$ cat src/rtl/dlle_pkg.sv
`default_nettype none

package dlle_pkg;

	// Default size of the node pool, sentinels included.
	localparam int POOL_SLOTS_DEF = 64;

	// Field widths of one command beat and one result beat.
	localparam int KIND_W = 3;
	localparam int POS_W  = 6;
	localparam int VAL_W  = 32;
	localparam int STAT_W = 2;

	// Width used to compare slot numbers against the allocation counter.
	localparam int CMP_W = 8;

	// Fixed sentinel slots and the first slot handed out to a node.
	localparam int HEAD_SLOT  = 0;
	localparam int TAIL_SLOT  = 1;
	localparam int FIRST_FREE = 2;

	typedef logic [KIND_W-1:0] kind_t;
	typedef logic [STAT_W-1:0] status_t;

	// Command codes.
	localparam kind_t KIND_FRONT  = 3'd0;
	localparam kind_t KIND_BACK   = 3'd1;
	localparam kind_t KIND_DELETE = 3'd2;
	localparam kind_t KIND_LEFT   = 3'd3;
	localparam kind_t KIND_RIGHT  = 3'd4;
	localparam kind_t KIND_DUMP   = 3'd5;

	// Status codes.
	localparam status_t STATUS_OK    = 2'd0;
	localparam status_t STATUS_FULL  = 2'd1;
	localparam status_t STATUS_BAD   = 2'd2;
	localparam status_t STATUS_EMPTY = 2'd3;

endpackage

`default_nettype wire

$ cat src/rtl/dlle_ram.sv
`default_nettype none

module dlle_ram #(
	parameter int WIDTH = 32,
	parameter int DEPTH = 64
) (
	input  wire logic                     clk,
	input  wire logic                     we,
	input  wire logic [$clog2(DEPTH)-1:0] waddr,
	input  wire logic [WIDTH-1:0]         wdata,
	input  wire logic [$clog2(DEPTH)-1:0] raddr,
	output logic      [WIDTH-1:0]         rdata
);

	logic [WIDTH-1:0] mem [DEPTH];

	// One write port and one read port with registered read data.
	always_ff @(posedge clk) begin
		if (we) begin
			mem[waddr] <= wdata;
		end
		rdata <= mem[raddr];
	end

endmodule

`default_nettype wire

$ cat src/rtl/doubly_linked_list_engine_core.sv
// Doubly linked list engine. A command beat is taken when start is high and busy is low;
// every command except an unknown kind answers with result beats that appear on the result
// ports for exactly one cycle each, marked by result_valid, and must be taken as they come.
// Error answers (bad position, pool full) and the answer to a dump of an empty list come in the
// cycle after the command, with busy never raised, so a new command can follow at once.
// Insert at front, at back or right of a node reads the anchor node, writes the new node
// and then points its neighbors at it; insert left of a node must first fetch the node's
// left neighbor. A delete reads the node's links and then joins its two neighbors. A dump
// streams one value per cycle. These steps follow the chain of dependent reads through the
// node and link memories, each with a single read port and registered read data.
`default_nettype none

module doubly_linked_list_engine_core #(
	parameter int POOL_SLOTS = dlle_pkg::POOL_SLOTS_DEF
) (
	input  wire logic                                clk,
	input  wire logic                                arst_n,
	input  wire logic                                start,
	output logic                                     busy,
	input  wire dlle_pkg::kind_t                     kind,
	input  wire logic [dlle_pkg::POS_W-1:0]          position,
	input  wire logic signed [dlle_pkg::VAL_W-1:0]   value,
	output logic                                     result_valid,
	output logic signed [dlle_pkg::VAL_W-1:0]        item,
	output dlle_pkg::status_t                        status,
	output logic                                     has_item,
	output logic                                     is_last
);

	import dlle_pkg::*;

	localparam int SW     = $clog2(POOL_SLOTS);
	localparam int FW     = $clog2(POOL_SLOTS + 1);
	localparam int NW     = VAL_W + SW;
	localparam int LIVE_N = 2 ** SW;

	localparam logic [SW-1:0] HEAD_IDX = SW'(HEAD_SLOT);
	localparam logic [SW-1:0] TAIL_IDX = SW'(TAIL_SLOT);

	// Sequencer states.
	localparam logic [2:0] S_IDLE    = 3'd0;
	localparam logic [2:0] S_RD_ANCH = 3'd1;
	localparam logic [2:0] S_RD_NODE = 3'd2;
	localparam logic [2:0] S_WR_LINK = 3'd3;
	localparam logic [2:0] S_DEL_RD  = 3'd4;
	localparam logic [2:0] S_DEL_WR  = 3'd5;
	localparam logic [2:0] S_DUMP    = 3'd6;

	logic [2:0]        state_q, state_d;
	logic [FW-1:0]     nf_q;
	logic [LIVE_N-1:0] live_q;
	logic [SW-1:0]     head_next_q, tail_prev_q;
	logic [SW-1:0]     anchor_q, after_q, slot_q, pred_q, succ_q;
	logic [VAL_W-1:0]  val_q, aval_q;

	logic                     result_valid_q;
	logic signed [VAL_W-1:0]  item_q;
	status_t                  status_q;
	logic                     has_item_q, is_last_q;

	// Node memory holds {value, next link}; the link memory holds the previous link.
	logic          node_we, prev_we;
	logic [SW-1:0] node_waddr, node_raddr, prev_waddr, prev_raddr;
	logic [NW-1:0] node_wdata, node_rdata;
	logic [SW-1:0] prev_wdata, prev_rdata;

	logic [VAL_W-1:0] node_rd_value;
	logic [SW-1:0]    node_rd_next;

	logic [CMP_W-1:0] slot_cmp, nf_cmp;
	logic [SW-1:0]    slot_idx, new_idx, insert_after;
	logic             accept, slot_ok, full;

	logic                    emit, emit_has, emit_last;
	status_t                 emit_status;
	logic signed [VAL_W-1:0] emit_item;

	dlle_ram #(
		.WIDTH(NW),
		.DEPTH(POOL_SLOTS)
	) u_node_ram (
		.clk  (clk),
		.we   (node_we),
		.waddr(node_waddr),
		.wdata(node_wdata),
		.raddr(node_raddr),
		.rdata(node_rdata)
	);

	dlle_ram #(
		.WIDTH(SW),
		.DEPTH(POOL_SLOTS)
	) u_prev_ram (
		.clk  (clk),
		.we   (prev_we),
		.waddr(prev_waddr),
		.wdata(prev_wdata),
		.raddr(prev_raddr),
		.rdata(prev_rdata)
	);

	assign node_rd_value = node_rdata[NW-1:SW];
	assign node_rd_next  = node_rdata[SW-1:0];

	// Slot of the referenced node and the checks made before any command starts.
	assign slot_cmp = CMP_W'(position) + CMP_W'(1);
	assign nf_cmp   = CMP_W'(nf_q);
	assign slot_idx = slot_cmp[SW-1:0];
	assign new_idx  = nf_q[SW-1:0];
	assign slot_ok  = (slot_cmp >= CMP_W'(FIRST_FREE)) && (slot_cmp < nf_cmp) && live_q[slot_idx];
	assign full     = nf_cmp >= CMP_W'(POOL_SLOTS);
	assign busy     = state_q != S_IDLE;
	assign accept   = start && !busy;

	// The right neighbor of a new node: the head's link lives in a register.
	assign insert_after = (anchor_q == HEAD_IDX) ? head_next_q : node_rd_next;

	// Sequencer: memory addresses, write-backs and result beats.
	always_comb begin
		state_d     = state_q;
		node_we     = 1'b0;
		node_waddr  = new_idx;
		node_wdata  = {val_q, insert_after};
		node_raddr  = slot_idx;
		prev_we     = 1'b0;
		prev_waddr  = new_idx;
		prev_wdata  = anchor_q;
		prev_raddr  = slot_idx;
		emit        = 1'b0;
		emit_status = STATUS_OK;
		emit_item   = '0;
		emit_has    = 1'b0;
		emit_last   = 1'b1;
		unique case (state_q)
			S_IDLE: begin
				if (start) begin
					unique case (kind)
						KIND_FRONT: begin
							if (full) begin
								emit        = 1'b1;
								emit_status = STATUS_FULL;
							end else begin
								node_raddr = HEAD_IDX;
								state_d    = S_RD_NODE;
							end
						end
						KIND_BACK: begin
							if (full) begin
								emit        = 1'b1;
								emit_status = STATUS_FULL;
							end else begin
								node_raddr = tail_prev_q;
								state_d    = S_RD_NODE;
							end
						end
						KIND_LEFT: begin
							if (!slot_ok) begin
								emit        = 1'b1;
								emit_status = STATUS_BAD;
							end else if (full) begin
								emit        = 1'b1;
								emit_status = STATUS_FULL;
							end else begin
								prev_raddr = slot_idx;
								state_d    = S_RD_ANCH;
							end
						end
						KIND_RIGHT: begin
							if (!slot_ok) begin
								emit        = 1'b1;
								emit_status = STATUS_BAD;
							end else if (full) begin
								emit        = 1'b1;
								emit_status = STATUS_FULL;
							end else begin
								node_raddr = slot_idx;
								state_d    = S_RD_NODE;
							end
						end
						KIND_DELETE: begin
							if (!slot_ok) begin
								emit        = 1'b1;
								emit_status = STATUS_BAD;
							end else begin
								node_raddr = slot_idx;
								prev_raddr = slot_idx;
								state_d    = S_DEL_RD;
							end
						end
						KIND_DUMP: begin
							if (head_next_q == TAIL_IDX) begin
								emit        = 1'b1;
								emit_status = STATUS_EMPTY;
							end else begin
								node_raddr = head_next_q;
								state_d    = S_DUMP;
							end
						end
						default: begin
							state_d = S_IDLE;
						end
					endcase
				end
			end
			S_RD_ANCH: begin
				node_raddr = prev_rdata;
				state_d    = S_RD_NODE;
			end
			S_RD_NODE: begin
				// Write the new node with both of its links.
				node_we    = 1'b1;
				node_waddr = new_idx;
				node_wdata = {val_q, insert_after};
				prev_we    = 1'b1;
				prev_waddr = new_idx;
				prev_wdata = anchor_q;
				state_d    = S_WR_LINK;
			end
			S_WR_LINK: begin
				// Point the neighbors at the new node.
				node_we    = anchor_q != HEAD_IDX;
				node_waddr = anchor_q;
				node_wdata = {aval_q, new_idx};
				prev_we    = after_q != TAIL_IDX;
				prev_waddr = after_q;
				prev_wdata = new_idx;
				emit       = 1'b1;
				state_d    = S_IDLE;
			end
			S_DEL_RD: begin
				node_raddr = prev_rdata;
				state_d    = S_DEL_WR;
			end
			S_DEL_WR: begin
				// Join the two neighbors of the removed node.
				node_we    = pred_q != HEAD_IDX;
				node_waddr = pred_q;
				node_wdata = {node_rd_value, succ_q};
				prev_we    = succ_q != TAIL_IDX;
				prev_waddr = succ_q;
				prev_wdata = pred_q;
				emit       = 1'b1;
				state_d    = S_IDLE;
			end
			S_DUMP: begin
				emit       = 1'b1;
				emit_item  = node_rd_value;
				emit_has   = 1'b1;
				emit_last  = node_rd_next == TAIL_IDX;
				node_raddr = node_rd_next;
				if (emit_last) begin
					state_d = S_IDLE;
				end
			end
			default: begin
				state_d = S_IDLE;
			end
		endcase
	end

	// Control state: sequencer, allocation counter, live bits and sentinel links.
	always_ff @(posedge clk or negedge arst_n) begin
		if (!arst_n) begin
			state_q        <= S_IDLE;
			nf_q           <= FW'(FIRST_FREE);
			live_q         <= '0;
			head_next_q    <= TAIL_IDX;
			tail_prev_q    <= HEAD_IDX;
			result_valid_q <= 1'b0;
		end else begin
			state_q        <= state_d;
			result_valid_q <= emit;
			if (state_q == S_WR_LINK) begin
				if (anchor_q == HEAD_IDX) begin
					head_next_q <= new_idx;
				end
				if (after_q == TAIL_IDX) begin
					tail_prev_q <= new_idx;
				end
				live_q[new_idx] <= 1'b1;
				nf_q            <= nf_q + FW'(1);
			end
			if (state_q == S_DEL_WR) begin
				if (pred_q == HEAD_IDX) begin
					head_next_q <= succ_q;
				end
				if (succ_q == TAIL_IDX) begin
					tail_prev_q <= pred_q;
				end
				live_q[slot_q] <= 1'b0;
			end
		end
	end

	// Working registers of the command in flight and the result beat.
	always_ff @(posedge clk) begin
		priority if (accept) begin
			slot_q <= slot_idx;
			val_q  <= value;
			if (kind == KIND_BACK) begin
				anchor_q <= tail_prev_q;
			end else if (kind == KIND_RIGHT) begin
				anchor_q <= slot_idx;
			end else begin
				anchor_q <= HEAD_IDX;
			end
		end else if (state_q == S_RD_ANCH) begin
			anchor_q <= prev_rdata;
		end else if (state_q == S_RD_NODE) begin
			after_q <= insert_after;
			aval_q  <= node_rd_value;
		end else if (state_q == S_DEL_RD) begin
			pred_q <= prev_rdata;
			succ_q <= node_rd_next;
		end else begin
			slot_q <= slot_q;
		end
		if (emit) begin
			item_q     <= emit_item;
			status_q   <= emit_status;
			has_item_q <= emit_has;
			is_last_q  <= emit_last;
		end
	end

	assign result_valid = result_valid_q;
	assign item         = item_q;
	assign status       = status_q;
	assign has_item     = has_item_q;
	assign is_last      = is_last_q;

	// The allocation counter never runs past the end of the pool.
	a_nf_bound: assert property (@(posedge clk) disable iff (!arst_n)
		nf_cmp <= CMP_W'(POOL_SLOTS))
		else $error("allocation counter beyond pool");

	// Sentinel slots are never marked as live nodes.
	a_sentinel_dead: assert property (@(posedge clk) disable iff (!arst_n)
		!live_q[HEAD_IDX] && !live_q[TAIL_IDX])
		else $error("sentinel slot marked live");

	// A dump streams without gaps until its last beat.
	a_dump_stream: assert property (@(posedge clk) disable iff (!arst_n)
		result_valid && !is_last |=> result_valid && has_item)
		else $error("gap in dump stream");

	// A status-only beat carries a zero item and closes its command.
	a_status_beat: assert property (@(posedge clk) disable iff (!arst_n)
		result_valid && !has_item |-> item == '0 && is_last)
		else $error("malformed status beat");

	// A delete of a node that is not live is refused in the next cycle.
	a_bad_delete: assert property (@(posedge clk) disable iff (!arst_n)
		accept && kind == KIND_DELETE && !slot_ok |=> result_valid && status == STATUS_BAD)
		else $error("bad delete not reported");

endmodule

`default_nettype wire
$ cat config.mk
export PLATFORM = sky130hd
export DESIGN_NAME = doubly_linked_list_engine_core
export DESIGN_NICKNAME = d
export VERILOG_FILES = /design/src/rtl/dlle_pkg.sv /design/src/rtl/dlle_ram.sv /design/src/rtl/doubly_linked_list_engine_core.sv
export SDC_FILE = /design/constraint.sdc
export NUM_CORES = 2
export LEC_CHECK = 0
export BUFFER_PORTS_ARGS = -buffer_cell sky130_fd_sc_hd__buf_2
export CAP_MARGIN = 20
export CELL_PAD_IN_SITES_DETAIL_PLACEMENT = 1
export CELL_PAD_IN_SITES_GLOBAL_PLACEMENT = 1
export CORE_MARGIN = 3
export CORE_UTILIZATION = 40
export DETAILED_ROUTE_END_ITERATION = 7
export GPL_TIMING_DRIVEN = 0
export MAX_ROUTING_LAYER = met4
export PLACE_DENSITY_LB_ADDON = 0.1
export SETUP_SLACK_MARGIN = 0.2
export SYNTH_ARGS = -nofsm -noshare
export SYNTH_HDL_FRONTEND = slang
export SYNTH_HIERARCHICAL = 1
export SYNTH_SLANG_ARGS = --single-unit
$ cat constraint.sdc
create_clock -name clk -period 9.3 [get_ports clk]
set_input_delay 0 -clock clk [delete_from_list [all_inputs] [get_ports clk]]
set_output_delay 0 -clock clk [all_outputs]
set_load 0.05 [all_outputs]
Yosys cells after proc, flatten, opt, wreduce, memory -nomap -nowiden

Memories as Yosys holds them, arrays and structs flattened. A register that Yosys moved wholly into a read port is not among the register bits.
Index checks and enable logic that the tools add are counted.

Logic and storage cells: 141
Input port bits: 44
Memories: 2
Bits in writable memories: 2816
Flip-flop bits (word level): 217

Equality and inequality tests: 24
Mux-type cells: 60
Bitwise operators: 6
$lt $le $gt $ge: 8
Reductions and logical operators: 22
$add $sub $neg: 2

Memory list:

| name           | depth | bits a word | read ports | clocked after memory_dff | write ports | line           | text |
|---|---|---|---|---|---|---|---|
| u_node_ram.mem | 64    | 38          | 1          | 1                        | 1           | dlle_ram.sv:15 | `logic [WIDTH-1:0] mem [DEPTH];` |
| u_prev_ram.mem | 64    | 6           | 1          | 1                        | 1           | dlle_ram.sv:15 |  |

Operator list:

| operator            | count |
|---|---|
| $mux 64             | 2 |
| $mux 6              | 17 |
| $pmux 38 s2         | 1 |
| $and 64x64->64      | 1 |
| $not 64->64         | 1 |
| $or 64x64->64       | 1 |
| $pmux 6 s2          | 3 |
| $pmux 6 s3          | 2 |
| $pmux 3 s5          | 2 |
| $eq 6x1->1 const B  | 4 |
| $mux 3              | 8 |
| $lt 6x7->1 const B  | 3 |
| $eq 3x3->1 const B  | 5 |
| $ne 3x3->1 const B  | 5 |
| $mux 1              | 14 |
| $demux 1 s6         | 2 |
| $eq 3x2->1 const B  | 4 |
| $ge 6x1->1 const B  | 2 |
| $logic_not 6->1     | 2 |
| $ne 6x1->1 const B  | 2 |
| $reduce_bool 6->1   | 2 |
| $pmux 2 s4          | 1 |
| $add 6x1->7 const B | 1 |
| $add 7x1->7 const B | 1 |
| other kinds (22)    | 36 |

Logic depth before layout (Yosys ltp)

Depth after elaboration: 8
Depth in mapped cells: 18
Mapped depth without buffers: 13

Cells and area by module

The synthesis kept the hierarchy.

Modules (own cells, without submodules):

| module                         | area each (um^2) | seq. area each (um^2) | times used | cells each |
|---|---|---|---|---|
| dlle_ram (u_node_ram)          | 93055.5          | 73790.8               | 1          | 3993 |
| dlle_ram (u_prev_ram)          | 15225.9          | 11651.2               | 1          | 720 |
| doubly_linked_list_engine_core | 10316.1          | 6083.3                | 1          | 935 |

Least setup slack after synthesis

Ideal clock, no wire load.

Path kind: register to register
Start: register state_q[1]
End: memory u_node_ram/mem[28][0] (netlist name) (enable)
Buffers on the path: 5
Stages on the path, launching flop included: 11
Slack: 4578 ps
Period minus slack after synthesis: 4722 ps
Arrival time: 4289 ps
Data required time: 8867 ps
Cell sequence: dfrtp_1 -> clkbuf_1 -> nor3_1 -> clkbuf_1 -> buf_1 -> a221o_1 -> clkbuf_1 -> or3b_2 -> or2_2 -> clkbuf_1 -> nor2_1

RTL lines:

| what                                     | line                                  | text |
|---|---|---|
| from (decl)                              | doubly_linked_list_engine_core.sv:49  | `logic [2:0] state_q, state_d;` |
| from (signal assigned)                   | doubly_linked_list_engine_core.sv:271 | `state_q <= state_d;` |
| $eq 3x3->1 or $eq 3x2->1 (tied branches) | doubly_linked_list_engine_core.sv:134 | `unique case (state_q)` |
| $pmux 6 s2 (*)                           | doubly_linked_list_engine_core.sv:134 |  |
| named net node_waddr[2]                  | doubly_linked_list_engine_core.sv:63  | `logic [SW-1:0] node_waddr, node_raddr, prev_waddr, prev_raddr;` |
| to (decl)                                | dlle_ram.sv:15                        |  |

The timed path passes the listed nets; every way through them passes the cells marked *.

Worst setup path in the final report

Start: register head_next_q[2]
End: register u_node_ram.rdata[24], read port of u_node_ram.mem

Word-level cells in the longest chain between the ends: 5

Ends and longest elaborated chain:

| what                    | line                                  | text |
|---|---|---|
| from (decl)             | doubly_linked_list_engine_core.sv:52  | `logic [SW-1:0] head_next_q, tail_prev_q;` |
| from (signal assigned)  | doubly_linked_list_engine_core.sv:275 | `head_next_q <= new_idx;` |
| from (signal assigned)  | doubly_linked_list_engine_core.sv:285 | `head_next_q <= succ_q;` |
| $eq 6x1->1              | doubly_linked_list_engine_core.sv:191 | `if (head_next_q == TAIL_IDX) begin` |
| $mux 6                  | doubly_linked_list_engine_core.sv:191 |  |
| $pmux 6 s3              | doubly_linked_list_engine_core.sv:137 | `unique case (kind)` |
| $mux 6                  | doubly_linked_list_engine_core.sv:136 | `if (start) begin` |
| $pmux 6 s3              | doubly_linked_list_engine_core.sv:134 |  |
| named net node_raddr[1] | doubly_linked_list_engine_core.sv:63  |  |
| to (decl)               | dlle_ram.sv:12                        | `output logic [WIDTH-1:0] rdata` |

The timed path passes the listed nets, and every way through them passes these cells.
A chain may end at the register's enable or synchronous reset.

==> flow_metrics.env <==
export IMPL_cts_path_max_buffers=4
export IMPL_area_growth_pct=18.2
export IMPL_via_per_inst=6.04
export IMPL_post_route_util_pct=47.6
export IMPL_grt_pass1_vias=65500
export IMPL_dr_first_iter_drc_count=7926
export IMPL_cpPeakStageDelay_ps=910
export IMPL_synth_cells=5648
export IMPL_finalSetupTns_ps=0
export IMPL_cts_setup_buffers=0
export IMPL_root_buffer="clkbuf_16"
export IMPL_ant_nets=0
export IMPL_grt_use_total_pct=26.9
export IMPL_first_pass_iters=5
export IMPL_dieWidth_microns=551
export IMPL_synth_nets=5701
export IMPL_core_sq_um=295000
export IMPL_finalHoldViolations=0
export IMPL_cts_num_sinks=3077
export IMPL_cts_tree="yes"
export IMPL_final_common_cell="edfxtp_1"
export IMPL_start_kind="flip-flop"
export IMPL_io_buffers=80
export IMPL_postPlaceCellArea_sq_um=129000
export IMPL_clkLatencyLatePin_ps=900
export IMPL_synth_seq_area_share_pct=77.2
export IMPL_dp_hpwl_mm=272
export IMPL_crit_type="flip-flop to flip-flop"
export IMPL_cts_hold_buf=74
export IMPL_io_pins=82
export IMPL_final_setup_skew_ps=64.9
export IMPL_gr_total_overflow=0
export IMPL_final_cell_mix="2946 x edfxtp_1, 692 x mux4_2, 341 x clkbuf_16, 234 x a21oi_1, 227 x clkbuf_1"
export IMPL_crit_path_cell_trace="nor4_1 -> nand3b_1 -> or2_2 -> a21o_1 -> a21oi_1 -> nor2_1 -> o21a_1 -> o21ai_1 -> buf_4 -> buf_2 -> clkbuf_1 -> nand3b_1 -> o221ai_1 -> a21oi_1 -> a21oi_1 -> buf_4 -> a221oi_1"
export IMPL_required_ps=9970
export IMPL_yosysTopAreaCell="edfxtp_1"
export IMPL_die_area_sq_um=303000
export IMPL_design_area_sq_um=140000
export IMPL_avgRoutedWirePerCell_microns=37.7
export IMPL_yosysWarnings=6
export IMPL_num_vias=63800
export IMPL_max_slew_margin_rel_pct=20.1
export IMPL_crit_slowest_cell="clkbuf_1"
export IMPL_cp_common_cell="a21oi_1"
export IMPL_drt_wl_total_mm=398
export IMPL_nets=6410
export IMPL_grt_start_max_net_pins=65
export IMPL_synth_avg_cell_area_sq_um=21.0
export IMPL_drive_gt1_share_pct=26.9
export IMPL_final_max_slew_viol_count=0
export IMPL_rsz0062_at_grt="no"
export IMPL_max_freq_ghz=0.140
export IMPL_power_density_nw_per_um2=369
export IMPL_clk_pin_slew_ps=60
export IMPL_maxCapViolCount=0
export IMPL_ys_ff_latch=3077
export IMPL_status="completed"
export IMPL_peakVddDrop_v=0.000252
export IMPL_die_h_microns=551
export IMPL_cp_max_fo=10
export IMPL_cp_data_arrival_time_ps=7790
export IMPL_htree_levels=5
export IMPL_hold_path_class="input port to flip-flop"
export IMPL_start_util_pct=40.3
export IMPL_synthTopCellsByArea="edfxtp_1 75%, mux4_2 13%, dfrtp_1 1.8%"
export IMPL_yosysUniqueCellTypes=78
export IMPL_synth_edf_count=2946
export IMPL_cts_buffers=335
export IMPL_synth_async_reset_ratio_pct=2.83
export IMPL_ys_flop_type="edfxtp_1"
export IMPL_place_gp_congestion=0.858
export IMPL_post_route_period_util_pct=76.6
export IMPL_antenna_found_initial=17
export IMPL_min_period_ps=7120
export IMPL_rows=199
export IMPL_yosys_area_top_type_share_pct=74.6
export IMPL_drcViolationCount=0
export IMPL_setup_violations=0
export IMPL_p_leak_nw=44.6
export IMPL_end_kind="flip-flop"
export IMPL_syn_area_sq_um=119000
export IMPL_worst_pin_slew_ps=1200
export IMPL_grt_first_pass_wirelength_mm=547
export IMPL_cts_resized=0
[Yosys cell counts (all sizes together), types with 35 or more instances]
cell    count
clkbuf    154
nor2      252
a221oi     58
buf       166
mux2i      70
a21oi     234
nor3       37
dfxtp      44
a22o       39
dfrtp      85
and2       38
o221ai     40
mux4      704
o22ai      97
a22oi     124
nand2     190
nand3      35
edfxtp   2946
[critical path: cells and delay by family, from the launching register on]
kind,cells,cell delay (ps)
and+or+nand+nor,5,1770
buffers and inverters,4,1830
AOI/OAI and AO/OA,8,2810
DFF,1,470
[per-layer routing]
metal,global-route usage (%),share of wire (%)
met5,-,0
met4,8.23,3.7
met3,3.70,6.5
met2,43.0,49
met1,36.2,41
[cell families (layout without fill, tap and decap cells)]
| family | after synthesis | count (layout) | share of synthesized area, % |
|---|---|---|---|
| fa+ha+maj | 11 | 11 | 0.118 |
| simple gates | 673 | 673 | 2.60 |
| flops | 3077 | 3077 | 77.2 |
| buf+inv | 344 | 1319 | 1.54 |
| compound gates | 723 | 723 | 4.16 |
| mux | 808 | 808 | 14.3 |
| xor+xnor | 12 | 12 | 0.0886 |
| other cells | 0 | 20 | 0 |
[per-stage QoR]
step                hold WS (ps)  setup WS, ps  power, mW  std cells
detailed placement          81.9          2460       39.1       9859
finish                      70.5          2180       51.7      10600
global route                29.2          2200       53.4      10600
CTS                         25.8          2450       52.1      10500
floorplan                   -296          4580       29.4       5648
global placement             177          -428       38.2       9647
[final cells by class]
class / count / area, sq um
clock inverters: 170 / 1530
well taps: 3919 / 4900
clock buffers: 433 / 8980
flip-flops and latches: 3077 / 91500
fillers: 26600 / 154000
multi-input cells: 2227 / 25900
plain buffers: 320 / 1750
inverters: 24 / 90.1
diodes: 20 / 50.0
repair buffers: 372 / 5420
[state kept, by name (all words and copies together) (netlist names), 7 cells and up]
register          flops
u_node_ram/mem     2432
val_q                32
live_q               64
nf_q                  7
aval_q               32
item                 32
u_node_ram/rdata     38
u_prev_ram/mem      384
[final timing paths]
check / start / endpoint / slack (ps) / depth (start not counted)
worst max-delay path: head_next_q[2] / u_node_ram/rdata[24] / 2180 / 17
worst min-delay path: position[5] / slot_q[5] / 70 / 3
worst max register to register: head_next_q[2] / u_node_ram/rdata[24] / 2180 / 17
worst min register to register: u_node_ram/rdata[15] / aval_q[9] / 460 / 0
max in group asynchronous: arst_n / head_next_q[0] / 8790 / 4
min in group asynchronous: arst_n / live_q[20] / 240 / 4
[where the power goes]
part | internal [mW] | switching, mW
clock | 7.51 | 5.45
combinational | 6.87 | 13.7
sequential | 18.0 | 0.290
Power figures use the tool's default switching activity.
